## src/hw/rtl/set_assoc_lru_cache_sim_macros.svh

```systemverilog
// ----------------------------------------------------------------------------
// Assertion macros for the LRU cache model
// Concurrent checks clocked on clk and disabled while rst_n is low.
// ----------------------------------------------------------------------------
`ifndef SET_ASSOC_LRU_CACHE_SIM_MACROS_SVH
`define SET_ASSOC_LRU_CACHE_SIM_MACROS_SVH

`ifndef SYNTHESIS

// condition that holds at every clock edge
`define SLC_ASSERT(lbl, cond) \
    lbl: assert property (@(posedge clk) disable iff (!rst_n) (cond)) \
        else $error("slc check failed");

// antecedent in this cycle implies consequent in the next one
`define SLC_ASSERT_NEXT(lbl, ante, cons) \
    lbl: assert property (@(posedge clk) disable iff (!rst_n) (ante) |=> (cons)) \
        else $error("slc check failed");

`else

`define SLC_ASSERT(lbl, cond)
`define SLC_ASSERT_NEXT(lbl, ante, cons)

`endif

`endif

```

## src/hw/rtl/slc_pkg.sv

```systemverilog
// ----------------------------------------------------------------------------
// slc_pkg
// Shared types, codes and helpers of the LRU cache model.
// ----------------------------------------------------------------------------
package slc_pkg;

    localparam int DEF_MAX_SET_BITS = 6;
    localparam int DEF_MAX_WAYS     = 8;

    localparam int ADDR_W    = 64;
    localparam int TAG_W     = 64;
    localparam int CNT_W     = 48;
    localparam int CFG_W     = 5;
    localparam int CFG_IDX_W = 2;

    // register indexes
    localparam logic [CFG_IDX_W-1:0] CFG_SET_BITS   = 2'd0;
    localparam logic [CFG_IDX_W-1:0] CFG_WAYS       = 2'd1;
    localparam logic [CFG_IDX_W-1:0] CFG_BLOCK_BITS = 2'd2;

    // access kinds
    localparam logic [1:0] OP_LOAD   = 2'd0;
    localparam logic [1:0] OP_STORE  = 2'd1;
    localparam logic [1:0] OP_MODIFY = 2'd2;
    localparam logic [1:0] OP_NONE   = 2'd3;

    // access outcomes
    localparam logic [1:0] OUTCOME_HIT   = 2'd0;
    localparam logic [1:0] OUTCOME_FILL  = 2'd1;
    localparam logic [1:0] OUTCOME_EVICT = 2'd2;

    typedef struct packed {
        logic [1:0]        op;
        logic [ADDR_W-1:0] address;
    } slc_req_t;

    typedef struct packed {
        logic [1:0]       outcome;
        logic             last_of_run;
        logic [CNT_W-1:0] hit_total;
        logic [CNT_W-1:0] miss_total;
        logic [CNT_W-1:0] eviction_total;
    } slc_rsp_t;

    // lookup status handed from the way selector to the controller
    typedef struct packed {
        logic       hit;
        logic       evict;
        logic [1:0] outcome;
    } slc_look_t;

    // saturating counter step
    function automatic logic [CNT_W-1:0] sat_inc(input logic [CNT_W-1:0] c);
        return (&c) ? c : c + 1'b1;
    endfunction

endpackage

```

## src/hw/rtl/slc_way_sel.sv

```systemverilog
// ----------------------------------------------------------------------------
// slc_way_sel
// Tag match, fill/victim choice and LRU rank update for one set.
// ----------------------------------------------------------------------------
module slc_way_sel #(
    parameter int MAX_WAYS = 8,
    parameter int RW       = 3,
    parameter int NWW      = 4,
    parameter int ROW_W    = 8
) (
    input  logic [ROW_W-1:0]         row,
    input  logic                     row_ok,
    input  logic [slc_pkg::TAG_W-1:0] tag,
    input  logic [NWW-1:0]           nw,
    input  logic                     twice,
    output logic [ROW_W-1:0]         row_upd,
    output slc_pkg::slc_look_t       look
);
    import slc_pkg::*;

    localparam int EW  = TAG_W + 1 + RW;
    localparam int WIW = (MAX_WAYS > 1) ? $clog2(MAX_WAYS) : 1;

    logic [RW-1:0]    rk    [MAX_WAYS];
    logic             vl    [MAX_WAYS];
    logic             inuse [MAX_WAYS];
    logic             hit;
    logic             free_found;
    logic [WIW-1:0]   hit_w;
    logic [WIW-1:0]   free_w;
    logic [WIW-1:0]   victim_w;
    logic [WIW-1:0]   sel;
    logic [RW-1:0]    old_rank;
    logic [RW-1:0]    top_rank;

    // unpack ways; a row never written reads as all invalid, rank zero
    always_comb
    begin
        for (int w = 0; w < MAX_WAYS; w++)
        begin
            inuse[w] = (NWW'(w) < nw);
            vl[w]    = row_ok & row[w*EW + RW];
            rk[w]    = row_ok ? row[w*EW +: RW] : '0;
        end
    end

    // first matching way, first empty way, lowest-rank way
    always_comb
    begin
        hit        = 1'b0;
        hit_w      = '0;
        free_found = 1'b0;
        free_w     = '0;
        victim_w   = '0;
        for (int w = 0; w < MAX_WAYS; w++)
        begin
            if (inuse[w] && vl[w] && !hit && (row[w*EW + RW + 1 +: TAG_W] == tag))
            begin
                hit   = 1'b1;
                hit_w = WIW'(w);
            end
            if (inuse[w] && !vl[w] && !free_found)
            begin
                free_found = 1'b1;
                free_w     = WIW'(w);
            end
        end
        for (int w = 1; w < MAX_WAYS; w++)
        begin
            if (inuse[w] && (rk[w] < rk[victim_w]))
            begin
                victim_w = WIW'(w);
            end
        end
    end

    always_comb
    begin
        priority if (hit)
        begin
            sel          = hit_w;
            look.outcome = OUTCOME_HIT;
        end
        else if (free_found)
        begin
            sel          = free_w;
            look.outcome = OUTCOME_FILL;
        end
        else
        begin
            sel          = victim_w;
            look.outcome = OUTCOME_EVICT;
        end
        look.hit   = hit;
        look.evict = !hit && !free_found;
    end

    assign old_rank = rk[sel];
    assign top_rank = RW'(nw - 1'b1);

    // rebuild the row: touched way becomes newest, newer ways step down;
    // with twice set the second touch of a modify is folded in, which only
    // moves ways still ranked above the newest slot (after a ways decrease)
    always_comb
    begin
        logic [RW-1:0] rank_new;
        row_upd  = row;
        rank_new = '0;
        for (int w = 0; w < MAX_WAYS; w++)
        begin
            row_upd[w*EW + RW] = vl[w];
            row_upd[w*EW +: RW] = rk[w];
            if (inuse[w])
            begin
                if (WIW'(w) == sel)
                begin
                    row_upd[w*EW +: RW]            = top_rank;
                    row_upd[w*EW + RW]             = 1'b1;
                    row_upd[w*EW + RW + 1 +: TAG_W] = tag;
                end
                else
                begin
                    rank_new = rk[w];
                    if (rk[w] > old_rank)
                    begin
                        rank_new = rk[w] - 1'b1;
                    end
                    if (twice && (rank_new > top_rank))
                    begin
                        rank_new = rank_new - 1'b1;
                    end
                    row_upd[w*EW +: RW] = rank_new;
                end
            end
        end
    end

endmodule

```

## config.mk

```make
export PLATFORM = sky130hd
export DESIGN_NAME = slc_way_sel
export DESIGN_NICKNAME = d
export VERILOG_FILES = /design/src/hw/rtl/set_assoc_lru_cache_sim_macros.svh /design/src/hw/rtl/slc_pkg.sv /design/src/hw/rtl/slc_way_sel.sv
export SDC_FILE = /design/constraint.sdc
export NUM_CORES = 1
export LEC_CHECK = 0
export BUFFER_PORTS_ARGS = -buffer_cell sky130_fd_sc_hd__buf_4
export CORE_MARGIN = 3
export CORE_UTILIZATION = 31
export DETAILED_ROUTE_END_ITERATION = 16
export MAX_ROUTING_LAYER = met4
export PLACE_DENSITY_LB_ADDON = 0.25
export SLEW_MARGIN = 20
export SYNTH_ARGS = -nofsm -noshare
export SYNTH_HDL_FRONTEND = slang
export SYNTH_SLANG_ARGS = --single-unit
export TNS_END_PERCENT = 30
```

## constraint.sdc

```tcl
create_clock -name vclk -period 5.3
set_clock_uncertainty 0.1 [all_clocks]
set_input_delay 0.53 -clock vclk [all_inputs]
set_output_delay 0.53 -clock vclk [all_outputs]
set_load 0.02 [all_outputs]
```

==> After elaboration in Yosys (flattened, before gate mapping) <==
Index checks and enable logic that the tools add are counted.
{ "word_totals": {"reg_bits": 0, "input_bits": 78, "output_inout_bits": 12, "elab_cells": 123} }
{ "op_classes": {"add_sub_neg": 3, "n_lt_le_gt_ge": 24, "n_eq_ne": 1, "muxes": 57, "bitwise_logic": 8, "reduce_logical": 30} }
{ "ops": {"columns": ["operator", "n"], "rows": [
  ["$mux 3", 35],
  ["$eq 64x64->1", 1],
  ["$bmux 3 s3", 7],
  ["$ge 4x4->1 const B", 7],
  ["$not 3->4", 7],
  ["$lt 3x3->1", 7],
  ["$logic_and 1x1->1", 19],
  ["$lt 3x4->1 const A", 4],
  ["$mux 1", 11],
  ["$logic_not 1->1", 10],
  ["$sub 3x1->3 const B", 3],
  ["$lt 1x4->1 const A", 2],
  ["$lt 2x4->1 const A", 2],
  ["$mux 8", 1],
  ["$gt 3x3->1", 2],
  ["$mux 5", 1],
  ["$mux 2", 2],
  ["$logic_not 3->1", 1],
  ["$and 1x1->1", 1]
]} }

==> Longest topological paths before layout <==
Gate-level depths: netlist of run 1.
{ "depth": {"depth_word": 61, "mapped_depth": 19, "ltp_nobuf": 18} }

==> Least setup slack after synthesis of run 1 <==
OpenSTA, ideal clock, no wires.
{ "synth_path": {"path_kind": "in2out", "start": "input nw[0]", "end": "output row_upd[0]", "t_arrival_ps": 4027, "path_slack_ps": 643, "stages": 15, "path_buffers": 0, "path_cell_list": "ha_1 -> nor4_1 -> nor2_1 -> nor2_1 -> ha_1 -> and3_2 -> a21oi_1 -> mux2i_1 -> ha_1 -> nand3_1 -> o21ai_0 -> nor3b_1 -> xnor2_1 -> a21oi_1 -> o211ai_1"} }
{ "synth_via": {"elab_chain_cells": 60} }
{ "synth_rtl": {"columns": ["item", "line", "rtl"], "rows": [
  ["start, declared", "slc_way_sel.sv:14", "input logic [NWW-1:0] nw,"],
  ["$lt 1x4->1", "slc_way_sel.sv:41", "inuse[w] = (NWW'(w) < nw);"],
  ["$logic_and 1x1->1", "slc_way_sel.sv:70", "if (inuse[w] && (rk[w] < rk[victim_w]))"],
  ["$mux 1", "slc_way_sel.sv:70", null],
  ["$not 3->4 (implied by the code)", "slc_way_sel.sv:70", null],
  ["$bmux 3 s3", "slc_way_sel.sv:70", null],
  ["$mux 3 (implied by the code) (2 in series)", "slc_way_sel.sv:70", null],
  ["$lt 3x3->1", "slc_way_sel.sv:70", null],
  ["$logic_and 1x1->1", "slc_way_sel.sv:70", null],
  ["[... 43 more ...]", null, null],
  ["$mux 3", "slc_way_sel.sv:124", "if (rk[w] > old_rank)"],
  ["$mux 3", "slc_way_sel.sv:115", "if (WIW'(w) == sel)"],
  ["$mux 3", "slc_way_sel.sv:113", "if (inuse[w])"],
  ["$gt 3x3->1", "slc_way_sel.sv:128", "if (twice && (rank_new > top_rank))"],
  ["$logic_and 1x1->1", "slc_way_sel.sv:128", null],
  ["$mux 3", "slc_way_sel.sv:128", null],
  ["$mux 3", "slc_way_sel.sv:115", null],
  ["$mux 8 *", "slc_way_sel.sv:113", null],
  ["end, declared", "slc_way_sel.sv:16", "output logic [ROW_W-1:0] row_upd,"]
]} }
Mark *: on every way between the ends. The rest lies on a longest branch, timed or not. The select of a mux whose other input is x is not followed.

==> Worst setup path in the final report of run 1 <==
Same ends and word-level chain as after synthesis.

==> results of run 1 <==
==> metal layers <==
layer	share of wire, %	routed length, µm	vias up
li1	-	-	334
met1	40	560	293
met2	54	755	20
met3	6.5	91	0
met4	0	0	0
met5	0	0	-
==> worst max-delay path, stage by stage <==
cell,delay [ps]
buf_4,90
inv_1,50
ha_1,220
and2_1,240
a31oi_2,260
nor2_1,80
nor2_1,110
ha_1,230
and3_2,240
a21oi_1,320
mux2i_1,360
ha_1,300
nand3_1,80
o21ai_0,110
nor3b_1,440
xnor2_1,150
nand4bb_1,210
o211ai_1,110
buf_4,170
==> cells in the mapped netlist, types with 2 or more instances <==
master	instances	area (µm²)
nor2_1	6	22.52
buf_4	2	15.01
a21oi_1	2	10.01
xnor2_1	7	61.31
mux2_2	4	45.04
o21ai_0	4	20.02
inv_1	8	30.03
o211ai_1	2	15.01
nor3_1	2	10.01
a21oi_2	2	17.52
nand2_1	9	33.78
ha_1	10	125.1
==> cells by family after synthesis <==
logic type / synth area share [%]
xor+xnor: 15.26
mux: 11.55
compound gates: 20.83
buf+inv: 8.246
fa+ha+maj: 20.62
simple gates: 23.51
==> power groups by stage <==
stage	Clock, µW	Combinational [µW]	Sequential (µW)
after floorplan	0	78.2	0
after global placement	0	112	0
after detailed placement	0	115	0
after CTS	0	115	0
after global routing	0	126	0
final	0	114	0
==> per-stage QoR <==
stage	setup slack (ps)	util [%]	cell area, µm²	std cells
3_3_place_gp	418.9	48.14	858.3	133
6_report	352.4	48.14	858.3	133
2_1_floorplan	643.2	-	606.8	79
3_5_place_dp	397.4	48.14	858.3	133
5_1_grt	5.489	48.14	858.3	133
4_1_cts	365.6	48.14	858.3	133
==> path summary, 6_finish.rpt <==
| check | slack, ps | cells after the start | end |
|---|---|---|---|
| worst max-delay path | 350 | 19 | row_upd[0] |
| worst min-delay path | 1300 | 3 | row_upd[6] |
==> area by class of cell <==
| cell class | count | area, µm² | share of cell area [%] |
|---|---|---|---|
| inverter | 8 | 30.03 | 3.499 |
| tap | 25 | 31.28 | 3.644 |
| multi-input combinational | 68 | 556.8 | 64.87 |
| timing repair buffer | 32 | 240.2 | 27.99 |
==> impl_metrics.yaml, run 1 <==
drt:
  vias: 647
  firstDrtPassIters: 4
  routedWlPerCell_um: 10.57
  drc: 0
  first_iter_violations: 15
  drt_wl_total_um: 1406
  via_per_inst: 4.865
  drtAntennaViolNets: 0
worst_setup_path:
  crit_required_ps: 4670
  critPathCaptureType: "primary output"
  cp-startpoint: "nw[0]"
  crit_type: "input pin to primary output"
  cp-start-kind: "input pin"
  arrival_ps: 4320
  crit_fanout: 9
pwr:
  power.switching_uw: 56.59
  p_int_uw: 57.27
  total_power_uw: 113.9
  power_leakage_uw: 0.0004194
  ir_worst_vdd_v: 0.00004398
  power_density_nw_per_um2: 132.6
  clock_power_share_pct: 0
  seqPwrFrac_pct: 0
  pwr-share-comb_pct: 100.0
  switching_share_pct: 49.70
sta:
  slew_violations: 0
  final-hold-violation-count: 0
  slew_headroom_pct: 68.79
  setup_violations: 0
  setup_tns_ps: 0
  hold_slack_ps: 1304
  rsz0062_at_grt: "no"
  worst_pin_slew_ps: 467.2
  fin_crit_sh_pct: 93.35
  fin_crit_ps: 4948
  fmax_mhz: 202.1
die:
  core_um2: 1783
  fp.dieW_um: 50.25
  initial_core_util_pct: 34.04
  die_h_um: 50.25
  io_pins: 90
  rows: 15
  fp.dieArea_um2: 2525
run_status:
  status: "finished clean"
finish:
  area_growth_pct: 41.44
  antenna_cells: 0
  drive_gt1_share_pct: 40.74
  fillCellCount: 201
  seq_cell_count: 0
  final_cell_mix: "32 x buf_4, 10 x ha_1, 9 x nand2_1"
  nClkBuffers: 0
  final_common_cell: "buf_4"
  seq_area_um2: 0
  fin_nets: 198
job:
  drv_cap: 0
clock_network:
  cts-resized-gates: 0
  cts_hold_buf: 0
  cts_setup_buffers: 0
global_routing:
  grtUsageMet2_pct: 21.52
  groute.usage.overall_pct: 11.86
  antenna_found_initial: 0
  grt_pass1_wl_um: 2470
  grt_overflow_total: 0
  met1_usage_pct: 15.45
  grt-busiest-layer: "met2"
  grt_max_degree: 10
  use_met3_pct: 0.2967
  grt_pass1_vias: 605
synthesis:
  synth_cell_type_count: 33
  ys_warn_count: 0
  syn-num-nets: 167
  synth_cells: 79
  syn_area_um2: 606.8
  avgSynthCellArea_um2: 7.681
  yosysSeqAreaShare_pct: 0
place:
  dp_hpwl_um: 1287
  port_buffers: 30
  gp_congestion: 0.7560
hold_path:
  hold_class: "input pin to primary output"
  hp-start: "row[6]"
No activity file was read; power rests on OpenSTA's default activity.
==> run 2: changes to the inputs <==
PLACE_DENSITY_LB_ADDON = 0.3   (was 0.25)
==> run 2 against run 1 <==
Effect of this change: worst hold slack improved by 1.6 ps; maximum frequency decreased by 0.37%; combinational power about the same; critical path depth unchanged; total power increased by 2.0%; sequential cell count unchanged; non-clock buffer count unchanged; largest power group unchanged.
==> impl_metrics.yaml, run 2 (synthesis results as in run 1) <==
sta:
  fin_crit_ps: 4966
  slew_headroom_pct: 75.30
  rsz0062_at_grt: "no"
  setup_violations: 0
  slew_violations: 0
  worst_slack_ps: 334.2
  fin_crit_sh_pct: 93.69
  worst_pin_slew_ps: 370.5
  fmax_mhz: 201.4
  setup_tns_ps: 0
  final-hold-violation-count: 0
job:
  drv_cap: 0
worst_setup_path:
  arrival_ps: 4340
  critPathSlowestCell: "mux2i_1"
  crit_fanout: 9
  path_buf_inv: 3
  cp-start-kind: "input pin"
  crit_top_cell: "ha_1"
  cp-startpoint: "nw[0]"
  max_stage_delay_ps: 370
  critPathCaptureType: "primary output"
  crit_required_ps: 4670
  crit_type: "input pin to primary output"
  crit_family: "simple AND/OR/NAND/NOR gates"
  worstPathCellList: "buf_4 > inv_1 > ha_1 > and2_1 > a31oi_2 > nor2_1 > nor2_1 > ha_1 > and3_2 > a21oi_1 > mux2i_1 > ha_1 > nand3_1 > o21ai_0 > nor3_1 > xnor3_1 > mux2_4 > a21oi_2 > buf_4"
finish:
  fillCellCount: 197
  seq_cell_count: 0
  final_common_cell: "buf_4"
  drive_gt1_share_pct: 41.67
  area_growth_pct: 42.27
  seq_area_um2: 0
  fin_nets: 198
  final_cell_mix: "32 x buf_4, 10 x ha_1, 9 x nand2_1"
  design_area_um2: 863.3
  nClkBuffers: 0
  antenna_cells: 0
drt:
  drt_wl_total_um: 1477
  first_iter_violations: 10
  drtAntennaViolNets: 0
  vias: 628
  firstDrtPassIters: 3
  routedWlPerCell_um: 11.11
  via_per_inst: 4.722
  drc: 0
place:
  port_buffers: 30
  gp_congestion: 0.8204
  placed_area_um2: 858.3
  preCtsSetupSlack_ps: 370.5
  dp_hpwl_um: 1303
global_routing:
  grt_max_degree: 10
  grt_overflow_total: 0
  groute.usage.overall_pct: 11.94
  grt_pass1_vias: 613
  grt_pass1_wl_um: 2442
  antenna_found_initial: 0
die:
  initial_core_util_pct: 34.04
  fp.dieArea_um2: 2525
  core_um2: 1783
  die_h_um: 50.25
  rows: 15
  io_pins: 90
  fp.dieW_um: 50.25
pwr:
  ir_worst_vdd_v: 0.00005372
  power_density_nw_per_um2: 134.6
  power_leakage_uw: 0.0004214
hold_path:
  hold_class: "input pin to primary output"
  hp-start: "row[4]"
run_status:
  status: "finished clean"
[run 2: cell types whose count changed in the layout (fill, tap and decap cells not counted)]
| cell | previous run | this run |
|---|---|---|
| nor3b_1 | 1 | 0 |
| nor3b_2 | 0 | 1 |
[run 2: area by class of cell]
type | count | area (µm²) | share of cell area, %
timing repair buffer | 32 | 240.2 | 27.83
tap | 25 | 31.28 | 3.623
inverter | 8 | 30.03 | 3.478
multi-input combinational | 68 | 561.8 | 65.07
[run 2: final timing paths]
path	end	slack, ps	cells after the start
max	row_upd[2]	330	19
min	row_upd[4]	1310	3
[run 2: through the flow]
step | hold WS, ps | instances | power [µW] | utilization [%]
finish | 1306 | 133 | 116.2 | 48.42
global placement | 1302 | 133 | 112.8 | 48.14
CTS | 1307 | 133 | 115.9 | 48.14
global route | 1316 | 133 | 130.0 | 48.42
detailed placement | 1307 | 133 | 114.9 | 48.14
floorplan | 1149 | 79 | 78.19 | -
[run 2: per-layer routing]
layer  track usage (%)  vias to the layer above  wire [µm]
met5                 -                        -          0
met3                 0                        0         46
met2             21.09                       11        730
met4                 0                        0          0
met1             16.22                      284        700
li1                  -                      333          -
[run 2: what timing repair did]
action	CTS	global route
gates resized for setup	0	1
hold buffers	0	0
endpoints found under the setup margin	0	1
buffers inserted	0	0
[run 2: report_power, final]
| group | internal [µW] | switching, µW |
|---|---|---|
| combinational | 57.9 | 58.3 |
| clock | 0 | 0 |
| sequential | 0 | 0 |
==> run 3: changes to the inputs <==
REMOVE_ABC_BUFFERS = 1   (was unset)
==> run 3 against run 2 <==
Effect of this change: non-clock buffer count is 2 higher; count of clock-buffer cells in the layout stayed put; setup slack better by 100 ps; final cell count is 1.5% higher; die area stayed put; highest routed layer unchanged; via count is 1.6% higher; combinational power hardly changed; total power is 1.6% higher; critical endpoint unchanged; sequential share of layout area stayed put; sequential cell count stayed put; global-route usage is 0.39 points lower; critical path type unchanged.
==> impl_metrics.yaml, run 3 (synthesis results as in run 1) <==
run_status:
  status: "finished clean"
place:
  gp_congestion: 0.6934
  placed_area_um2: 873.3
  dpl.cell_count: 135
  port_buffers: 30
  dp_hpwl_um: 1306
die:
  initial_core_util_pct: 34.04
  fp.dieW_um: 50.25
  die_h_um: 50.25
  core_um2: 1783
  rows: 15
  fp.dieArea_um2: 2525
  io_pins: 90
sta:
  fin_crit_sh_pct: 91.75
  fin_crit_ps: 4863
  slew_headroom_pct: 66.91
  worst_pin_slew_ps: 494.5
  fmax_mhz: 205.6
  rsz0062_at_grt: "no"
  final-hold-violation-count: 0
  setup_tns_ps: 0
  setup_violations: 0
  slew_violations: 0
global_routing:
  grt_pass1_wl_um: 2387
  grt_pass1_vias: 604
  antenna_found_initial: 0
  grt_overflow_total: 0
  grtUsageMet2_pct: 20.65
  groute.usage.overall_pct: 11.55
  use_met3_pct: 0.8902
  grt_max_degree: 9
  grt-busiest-layer: "met2"
  met1_usage_pct: 14.95
pwr:
  switching_share_pct: 48.85
  clock_power_share_pct: 0
  pwr-share-comb_pct: 100.0
  total_power_uw: 118.1
  power_density_nw_per_um2: 135.2
  seqPwrFrac_pct: 0
  power_leakage_uw: 0.0004299
  power.switching_uw: 57.69
  ir_worst_vdd_v: 0.00005945
  p_int_uw: 60.41
worst_setup_path:
  crit_type: "input pin to primary output"
  cp-start-kind: "input pin"
  crit_required_ps: 4670
  arrival_ps: 4230
  crit_fanout: 7
  critPathCaptureType: "primary output"
finish:
  design_area_um2: 873.3
  multi_input_area_um2: 556.8
  fillCellCount: 185
  area_growth_pct: 43.92
  drive_gt1_share_pct: 41.82
  antenna_cells: 0
  seq_cell_count: 0
  seq_area_um2: 0
  final_cell_mix: "34 x buf_4, 10 x ha_1, 9 x nand2_1"
  final_common_cell: "buf_4"
  fin_nets: 200
  nClkBuffers: 0
  final_util_pct: 48.98
  final_cell_count_no_fill: 135
drt:
  first_iter_violations: 9
  via_per_inst: 4.726
  routedWlPerCell_um: 10.85
  drtAntennaViolNets: 0
  vias: 638
  drt_wl_total_um: 1465
  firstDrtPassIters: 4
  drc: 0
job:
  drv_cap: 0
clock_network:
  cts_hold_buf: 0
  cts-resized-gates: 0
  cts_setup_buffers: 0
hold_path:
  hold_class: "input pin to primary output"
[run 3: cell types whose count changed in the layout (fill, tap and decap cells not counted), sizes merged]
| cell | delta |
|---|---|
| buf | +2 |
[run 3: metal layers]
layer / share of wire, % / up-vias
met5: 0 / -
met3: 4.7 / 0
li1: - / 340
met4: 0 / 0
met1: 45 / 287
met2: 50 / 11
[run 3: cell type report]
class                      count  area share [%]
tap                           25           3.582
inverter                       8           3.438
multi-input combinational     68           63.75
timing repair buffer          34           29.23
[run 3: worst max-delay path, stage by stage]
cell and delay (ps):
buf_4 120, inv_1 70, ha_1 190, and2_1 180, a31oi_2 70, nor2_1 410
nor2_1 100, ha_1 290, and3_2 240, a21oi_1 210, buf_4 170, xor2_1 210
ha_1 270, nand3_1 60, o21ai_0 100, nor3_1 230, xnor3_1 240, mux2_4 270
a21oi_2 120, buf_4 140
[run 3: power by group through the flow]
stage	combinational [µW]	sequential, µW	clock, µW
2_1_floorplan	77.7	0	0
3_3_place_gp	116	0	0
3_5_place_dp	118	0	0
4_1_cts	119	0	0
5_1_grt	130	0	0
6_report	118	0	0
[run 3: final timing paths]
check	slack [ps]	depth (start not counted)	to	start
max	440	20	row_upd[2]	nw[0]
min	1310	3	row_upd[4]	row[4]
[run 3: per-stage QoR]
step           hold slack (ps)  worst slack, ps
4_1_cts                   1307            448.7
2_1_floorplan             1149            643.2
5_1_grt                   1325            164.9
3_5_place_dp              1307            479.0
6_report                  1305            437.1
3_3_place_gp              1304            485.8
